## config.mk

```make
export PLATFORM = sky130hd
export DESIGN_NAME = latency_sample_statistics
export DESIGN_NICKNAME = d
export VERILOG_FILES = /design/src/lss_pkg.sv /design/src/latency_sample_statistics.sv
export SDC_FILE = /design/constraint.sdc
export NUM_CORES = 2
export LEC_CHECK = 0
export BUFFER_PORTS_ARGS = -buffer_cell sky130_fd_sc_hd__buf_2
export CAP_MARGIN = 20
export CORE_AREA = 2 2 372 374
export CTS_CLUSTER_SIZE = 25
export DETAILED_ROUTE_END_ITERATION = 10
export DIE_AREA = 0 0 374 376
export MAX_ROUTING_LAYER = met4
export PLACE_DENSITY = 0.4
export SLEW_MARGIN = 15
export SYNTH_ARGS = -nofsm -noshare
export SYNTH_HDL_FRONTEND = slang
export SYNTH_SLANG_ARGS = --single-unit
```

## constraint.sdc

```tcl
create_clock -name clk -period 13.7 [get_ports clk]
set_input_delay 1.37 -clock clk [delete_from_list [all_inputs] [get_ports clk]]
set_output_delay 1.37 -clock clk [all_outputs]
set_load 0.005 [all_outputs]
```

## src/lss_pkg.sv

```systemverilog
// Shared types and constants for the latency sample statistics block.
package lss_pkg;

	// Width of every sample and result field on the streams
	localparam int unsigned FIELD_W = 16;

	// Configuration register file
	localparam int unsigned PADDR_W         = 3;
	localparam int unsigned PDATA_W         = 32;
	localparam int unsigned NUM_SAMPLES_W   = 11;
	localparam logic [NUM_SAMPLES_W-1:0] NUM_SAMPLES_RST = 11'd1;

	// Register index taken from the word address bit
	localparam logic REG_NUM_SAMPLES = 1'b0;

	// One result item; first member sits in the highest bits
	typedef struct packed {
		logic [FIELD_W-1:0] std_dev;
		logic [FIELD_W-1:0] mean_value;
		logic [FIELD_W-1:0] max_value;
		logic [FIELD_W-1:0] min_value;
	} result_t;

endpackage

```

## src/latency_sample_statistics.sv

```systemverilog
// Top level: batch min / max / mean / standard deviation of latency samples.
//
//  channel   dir  handshake                  payload
//  s_axis    in   tvalid / tready            tdata[15:0] sample
//  m_axis    out  tvalid / tready            tdata[63:0] min, max, mean, std_dev
//  apb       in   psel / penable / pready    reg 0 num_samples at byte address 0
//
// An ordinary sample passes through two states: accept (square it, update min,
// max, sum and count) and accumulate the square. The sample that closes a batch
// then runs a shared restoring divider, one quotient bit per cycle, twice over
// the width of the sum of squares (SQW quotient bits each, 43 at the defaults),
// one state each to square the mean and form the variance, and SAMPLE_BITS
// steps of bit-pair square root. The finished result sits in an output
// register, so new samples are taken while it waits; only a second result
// waits for the first to be taken.
// Reset clears the accumulators and sets num_samples to one.
module latency_sample_statistics #(
	parameter int unsigned MAX_SAMPLES = 1024,
	parameter int unsigned SAMPLE_BITS = 16
) (
	input  logic                             clk,
	input  logic                             arst_n,
	// sample stream
	input  logic                             s_axis_tvalid,
	output logic                             s_axis_tready,
	input  logic [lss_pkg::FIELD_W-1:0]      s_axis_tdata,  // [15:0] sample
	// result stream
	output logic                             m_axis_tvalid,
	input  logic                             m_axis_tready,
	output logic [4*lss_pkg::FIELD_W-1:0]    m_axis_tdata,  // [15:0] min_value, [31:16] max_value,
	                                                        // [47:32] mean_value, [63:48] std_dev
	// configuration
	input  logic                             psel,
	input  logic                             penable,
	input  logic                             pwrite,
	input  logic [lss_pkg::PADDR_W-1:0]      paddr,
	input  logic [lss_pkg::PDATA_W-1:0]      pwdata,
	output logic [lss_pkg::PDATA_W-1:0]      prdata,
	output logic                             pready
);

	localparam int unsigned SB   = SAMPLE_BITS;
	localparam int unsigned CNTW = $clog2(MAX_SAMPLES + 1);
	localparam int unsigned SUMW = SB + CNTW;
	localparam int unsigned SQW  = 2 * SB + CNTW;
	localparam int unsigned STW  = (SQW > 1) ? $clog2(SQW) : 1;
	localparam int unsigned RW   = 2 * SB;

	typedef enum logic [2:0] {
		ST_IDLE,
		ST_ACC,
		ST_DIV_SUM,
		ST_DIV_SQ,
		ST_SQUARE,
		ST_VAR,
		ST_SQRT,
		ST_DONE
	} state_t;

	state_t state_q;

	// Configuration
	logic [lss_pkg::NUM_SAMPLES_W-1:0] num_samples_q;

	// Accumulators
	logic [SB-1:0]   min_q;
	logic [SB-1:0]   max_q;
	logic [SUMW-1:0] sum_q;
	logic [SQW-1:0]  sumsq_q;
	logic [CNTW-1:0] cnt_q;
	logic [RW-1:0]   sq_s1;

	// Divider
	logic [SQW-1:0]  dq_q;
	logic [CNTW-1:0] rem_q;
	logic [STW-1:0]  step_q;

	// Finishing datapath
	logic [SB-1:0]   mean_q;
	logic [RW-1:0]   msq_q;
	logic [RW-1:0]   meansq_q;
	logic [RW-1:0]   rad_q;
	logic [RW-1:0]   root_q;
	logic [RW-1:0]   bit_q;

	lss_pkg::result_t res_q;
	logic             out_valid_q;

	logic [SB-1:0]   smp;
	logic            accept;
	logic            cfg_wr;
	logic [31:0]     batch;
	logic            batch_done;
	logic [CNTW:0]   rem_sh;
	logic            qbit;
	logic [CNTW:0]   rem_nx;
	logic [SQW-1:0]  q_nx;
	logic            div_last;
	logic [RW-1:0]   trial;
	logic [RW:0]     trial_up;
	logic            out_take;
	logic            res_load;

	// Upper sample bits beyond SAMPLE_BITS are ignored
	assign smp    = s_axis_tdata[SB-1:0];
	assign accept = s_axis_tvalid && s_axis_tready;
	assign cfg_wr = psel && penable && pwrite && pready;

	assign s_axis_tready = (state_q == ST_IDLE);
	assign m_axis_tvalid = out_valid_q;
	assign m_axis_tdata  = res_q;
	assign out_take      = out_valid_q && m_axis_tready;
	// Load the output register once it is empty or being emptied
	assign res_load      = (state_q == ST_DONE) && (!out_valid_q || m_axis_tready);

	assign pready = 1'b1;
	assign prdata = (paddr[2] == lss_pkg::REG_NUM_SAMPLES) ?
		lss_pkg::PDATA_W'(num_samples_q) : '0;

	// Effective batch size: zero acts as one, large values saturate
	always_comb begin
		batch = 32'(num_samples_q);
		if (batch == 32'd0) begin
			batch = 32'd1;
		end
		if (batch > 32'(MAX_SAMPLES)) begin
			batch = 32'(MAX_SAMPLES);
		end
	end
	assign batch_done = (32'(cnt_q) >= batch);

	// Restoring divide step: bring down one dividend bit, subtract if it fits
	assign rem_sh   = {rem_q, dq_q[SQW-1]};
	assign qbit     = (rem_sh >= {1'b0, cnt_q});
	assign rem_nx   = qbit ? (rem_sh - {1'b0, cnt_q}) : rem_sh;
	assign q_nx     = {dq_q[SQW-2:0], qbit};
	assign div_last = (step_q == STW'(SQW - 1));

	// Bit-pair square root step
	assign trial    = root_q + bit_q;
	assign trial_up = {1'b0, trial} + {1'b0, bit_q};

	// Configuration register
	always_ff @(posedge clk or negedge arst_n) begin
		if (!arst_n) begin
			num_samples_q <= lss_pkg::NUM_SAMPLES_RST;
		end else if (cfg_wr && (paddr[2] == lss_pkg::REG_NUM_SAMPLES)) begin
			num_samples_q <= pwdata[lss_pkg::NUM_SAMPLES_W-1:0];
		end
	end

	// Sequencer, accumulators and result register
	always_ff @(posedge clk or negedge arst_n) begin
		if (!arst_n) begin
			state_q     <= ST_IDLE;
			min_q       <= '1;
			max_q       <= '0;
			sum_q       <= '0;
			sumsq_q     <= '0;
			cnt_q       <= '0;
			out_valid_q <= 1'b0;
		end else begin
			// Drop valid once the waiting result is taken and nothing replaces it
			if (out_take && !res_load) begin
				out_valid_q <= 1'b0;
			end
			unique case (state_q)
				ST_IDLE: begin
					if (accept) begin
						// Square the sample; fold everything else in now
						sq_s1 <= RW'(smp) * RW'(smp);
						if (smp < min_q) begin
							min_q <= smp;
						end
						if (smp > max_q) begin
							max_q <= smp;
						end
						sum_q   <= sum_q + SUMW'(smp);
						cnt_q   <= cnt_q + CNTW'(1);
						state_q <= ST_ACC;
					end
				end
				ST_ACC: begin
					sumsq_q <= sumsq_q + SQW'(sq_s1);
					if (batch_done) begin
						// Batch closes: divide the sum first
						dq_q    <= SQW'(sum_q);
						rem_q   <= '0;
						step_q  <= '0;
						state_q <= ST_DIV_SUM;
					end else begin
						state_q <= ST_IDLE;
					end
				end
				ST_DIV_SUM: begin
					if (div_last) begin
						mean_q  <= q_nx[SB-1:0];
						dq_q    <= sumsq_q;
						rem_q   <= '0;
						step_q  <= '0;
						state_q <= ST_DIV_SQ;
					end else begin
						dq_q   <= q_nx;
						rem_q  <= rem_nx[CNTW-1:0];
						step_q <= step_q + STW'(1);
					end
				end
				ST_DIV_SQ: begin
					dq_q   <= q_nx;
					rem_q  <= rem_nx[CNTW-1:0];
					step_q <= step_q + STW'(1);
					if (div_last) begin
						msq_q   <= q_nx[RW-1:0];
						state_q <= ST_SQUARE;
					end
				end
				ST_SQUARE: begin
					meansq_q <= RW'(mean_q) * RW'(mean_q);
					state_q  <= ST_VAR;
				end
				ST_VAR: begin
					// Clamp at zero, then start the root from the top bit pair
					rad_q   <= (msq_q >= meansq_q) ? (msq_q - meansq_q) : '0;
					root_q  <= '0;
					bit_q   <= RW'(1) << (RW - 2);
					state_q <= ST_SQRT;
				end
				ST_SQRT: begin
					if (rad_q >= trial) begin
						rad_q  <= rad_q - trial;
						root_q <= trial_up[RW:1];
					end else begin
						root_q <= root_q >> 1;
					end
					bit_q <= bit_q >> 2;
					if (bit_q[0]) begin
						state_q <= ST_DONE;
					end
				end
				ST_DONE: begin
					// Hold until the output register is free, then clear the batch
					if (res_load) begin
						res_q.min_value  <= lss_pkg::FIELD_W'(min_q);
						res_q.max_value  <= lss_pkg::FIELD_W'(max_q);
						res_q.mean_value <= lss_pkg::FIELD_W'(mean_q);
						res_q.std_dev    <= lss_pkg::FIELD_W'(root_q);
						out_valid_q      <= 1'b1;
						min_q            <= '1;
						max_q            <= '0;
						sum_q            <= '0;
						sumsq_q          <= '0;
						cnt_q            <= '0;
						state_q          <= ST_IDLE;
					end
				end
				default: begin
					state_q <= ST_IDLE;
				end
			endcase
		end
	end

`ifndef ASSERT_OFF
	// The sample count never runs past the largest batch
	a_cnt_bound: assert property (@(posedge clk) disable iff (!arst_n)
		32'(cnt_q) <= 32'(MAX_SAMPLES))
		else $error("sample count beyond MAX_SAMPLES");

	// A fresh result always comes with cleared accumulators
	a_clear_on_result: assert property (@(posedge clk) disable iff (!arst_n)
		$rose(m_axis_tvalid) |-> (cnt_q == '0 && sum_q == '0 && sumsq_q == '0))
		else $error("accumulators not cleared with result");

	// The mean lies between the minimum and maximum of its batch
	a_mean_range: assert property (@(posedge clk) disable iff (!arst_n)
		m_axis_tvalid |-> (res_q.min_value <= res_q.mean_value &&
			res_q.mean_value <= res_q.max_value))
		else $error("mean outside min/max");

	// The root's trial bit stays a single bit while it iterates
	a_sqrt_bit: assert property (@(posedge clk) disable iff (!arst_n)
		(state_q == ST_SQRT) |-> $onehot(bit_q))
		else $error("square root trial bit corrupted");
`endif

endmodule
```

==> flow_summary.ini <==
[worst_setup_path]
critPathKind = primary input to flip-flop
worstPathArrival_ps = 8880
crit_family = adder cells
critPathMaxFanout = 17
critPathMaxStageDelay_ps = 590
cp.required_ps = 14100
crit_slowest_cell = clkinv_1
cp.depth = 27
setup.worst_path.end_class = flip-flop
critPathLaunchType = primary input
critical_path_buf_inv_count = 8
rr_worst_depth = 24

[grt]
first_global_vias = 29623
grt_pass1_wl_um = 171200
grt-ovfl-total = 0
grt_max_degree = 74
antenna_found_initial = 2
grt_use_total = 0.1586

[synth]
synth_top_area_share = 0.2321
synth_top_cells_by_area = edfxtp_1, fa_1, ha_1
ys_types = 101
syn_inst = 4158
synthArstFlopShare = 0.2896
ys_ff_latch = 442
synth.cell_area_um2 = 40630
synthFlopType = edfxtp_1
avgSynthCellArea_um2 = 9.772
synth-edff-count = 314
synth_warnings = 0
yosys.area.top_type = edfxtp_1
ys_seq_area_frac = 0.3114

[detailed_routing]
first_pass_iters = 4
drt_iter0_drc = 1287
drtAntennaViolNets = 0
wirelength_um = 107900
vias_per_cell = 4.704
num_vias = 28612
wire_per_inst_um = 17.75
drcViolationCount = 0

[clocking]
numClockSinks = 442
htreeDepth = 2
post_cts_resized = 0
cts_hold_buf = 0
cts_tree = built
cts_buffers = 57
post_cts_buffers = 0
cts_root_buf = clkbuf_16
clockBufferDepth = 3
clk_latency_ps = 670
clk_pin_slew_ps = 60

[sta]
finalHoldViolCount = 0
tightest_slew_ps = 1047
maxSlewViolCount = 0
setup_violations = 0
fmax_mhz = 117.9
setup_tns_ps = 0
period_minus_slack_ps = 8484
fin_skew_ps = 74.22
fin_crit_sh = 0.6192
rsz0062_at_grt = false
max_slew_margin = 0.2996

[floorplan]
fp.dieW_um = 374
die_h_um = 376
dieArea_um2 = 140600
initial_core_util = 0.2974
core_um2 = 136600
pin_count = 157
rows = 136

[pwr]
p_sw_uw = 2793
seqPwrFrac = 0.281
irDropWorstVdd_uv = 166.7
power.density_nw_per_um2 = 155.4
power.leakage_uw = 0.02057
combPwrFrac = 0.505
sw_frac_of_total = 0.3990
internal_power_uw = 4208
pwr-share-clk = 0.214

[finish]
antenna_cells = 0
final_util = 0.3297
layout_common_cells = inv_1, ha_1, nand2_1
areaGrowthSynthToFinish_pct = 10.89
layout_commonest_cell = inv_1
fin_nets = 5029
fillers = 14225
drive_above_1_share = 0.08139

[run_status]
outcome = finished clean

[placed_design]
place_hpwl_um = 80950
port_buffers = 111
gp_congestion = 0.8087

[job]
cap_violations = 0

[min_path]
min_path_cells = 0
hp-class = flip-flop to flip-flop
[Yosys cell counts (all sizes together), types with 8 or more instances]
| library cell | number |
|---|---|
| and2 | 114 |
| nand4 | 25 |
| ha | 404 |
| dfrtp | 111 |
| o21bai | 20 |
| o31ai | 15 |
| a21oi | 188 |
| nand2 | 390 |
| mux2 | 15 |
| edfxtp | 314 |
| a31o | 16 |
| fa | 327 |
| or3 | 20 |
| a21o | 97 |
| clkbuf | 109 |
| nor3 | 48 |
| xnor2 | 151 |
| a31oi | 46 |
| mux2i | 59 |
| a211o | 9 |
| xor2 | 108 |
| a22o | 11 |
| a21boi | 13 |
| o21a | 23 |
| or2 | 12 |
| a2111oi | 8 |
| dfstp | 17 |
| o22ai | 31 |
| and3 | 37 |
| o211ai | 19 |
| nor2b | 49 |
| a211oi | 35 |
| buf | 37 |
| nor2 | 219 |
| inv | 641 |
| o21ai | 187 |
| nand3 | 95 |
| nand2b | 40 |
| nor4 | 14 |
[layout make-up]
cell class | instances | area, um^2 | share of cell area
multi-input cells | 2943 | 25020 | 0.5553
flip-flops and latches | 442 | 12650 | 0.2808
inverters | 645 | 2421 | 0.05373
well taps | 1794 | 2245 | 0.04982
clock buffers | 70 | 1506 | 0.03343
repair buffers | 151 | 874.6 | 0.01941
clock inverters | 37 | 337.8 | 0.007498
[path summary, 6_finish.rpt]
| kind | to | slack (ps) | startpoint |
|---|---|---|---|
| max in group asynchronous | max_q[1]$_DFFE_PN0P_ | 11270 | arst_n |
| worst max-delay path | sq_s1[30]$_DFFE_PP_ | 5220 | s_axis_tdata[1] |
| min in group asynchronous | sumsq_q[12]$_DFFE_PN0P_ | 630 | arst_n |
| worst min-delay path | msq_q[27]$_DFFE_PP_ | 440 | dq_q[26]$_DFFE_PP_ |
| worst min register to register | msq_q[27]$_DFFE_PP_ | 440 | dq_q[26]$_DFFE_PP_ |
| worst max register to register | meansq_q[28]$_DFFE_PP_ | 5650 | mean_q[2]$_DFFE_PP_ |
[registers in the layout, summed over array words and instances (netlist names)]
signal / flops
max_q: 16
sum_q: 27
meansq_q: 31
min_q: 16
num_samples_q: 11
m_axis_tdata: 64
root_q: 32
state_q: 3
rem_q: 11
rad_q: 32
sumsq_q: 43
sq_s1: 31
m_axis_tvalid: 1
msq_q: 32
step_q: 6
dq_q: 43
cnt_q: 11
mean_q: 16
bit_q: 16
[kinds of logic after synthesis]
kind of cell / after synthesis / share of synthesized area
adder cells (fa/ha/maj): 731 / 0.2855
XOR/XNOR: 259 / 0.05583
buffers and inverters: 793 / 0.07683
AO/OA/AOI/OAI: 773 / 0.1249
AND/OR/NAND/NOR: 1084 / 0.1266
flip-flops: 442 / 0.3114
multiplexers: 74 / 0.01878
other: 2 / 0.0001848
[per-layer routing]
layer  GRT usage  vias to the layer above  share of wire
met3     0.01565                      102          0.021
met4     0.03338                        0          0.019
li1            -                    14187              -
met5           -                        -              0
met1      0.2091                    14054           0.48
met2      0.2644                      269           0.48
[power groups by stage]
stage / clock [uW] / combinational [uW] / sequential [uW]
6_report: 1500 / 3540 / 1970
5_1_grt: 1600 / 4090 / 1990
4_1_cts: 1560 / 3600 / 1970
3_5_place_dp: 0 / 3580 / 1990
3_3_place_gp: 0 / 3590 / 2000
2_1_floorplan: 0 / 2800 / 1910
[metrics by stage]
stage          instance area [um^2]  worst slack [ps]  power (uW)  std cells  hold WS [ps]
3_3_place_gp                  43190              4433        5589       5974         438.5
3_5_place_dp                  43190              4365        5572       5974         442.7
2_1_floorplan                 40710              5940        4711       4178         420.6
6_report                      45060              5216        7001       6082         441.4
4_1_cts                       45040              5099        7130       6081         443.5
5_1_grt                       45060              4632        7684       6082         465.7
No activity file was read; power rests on OpenSTA's default activity.
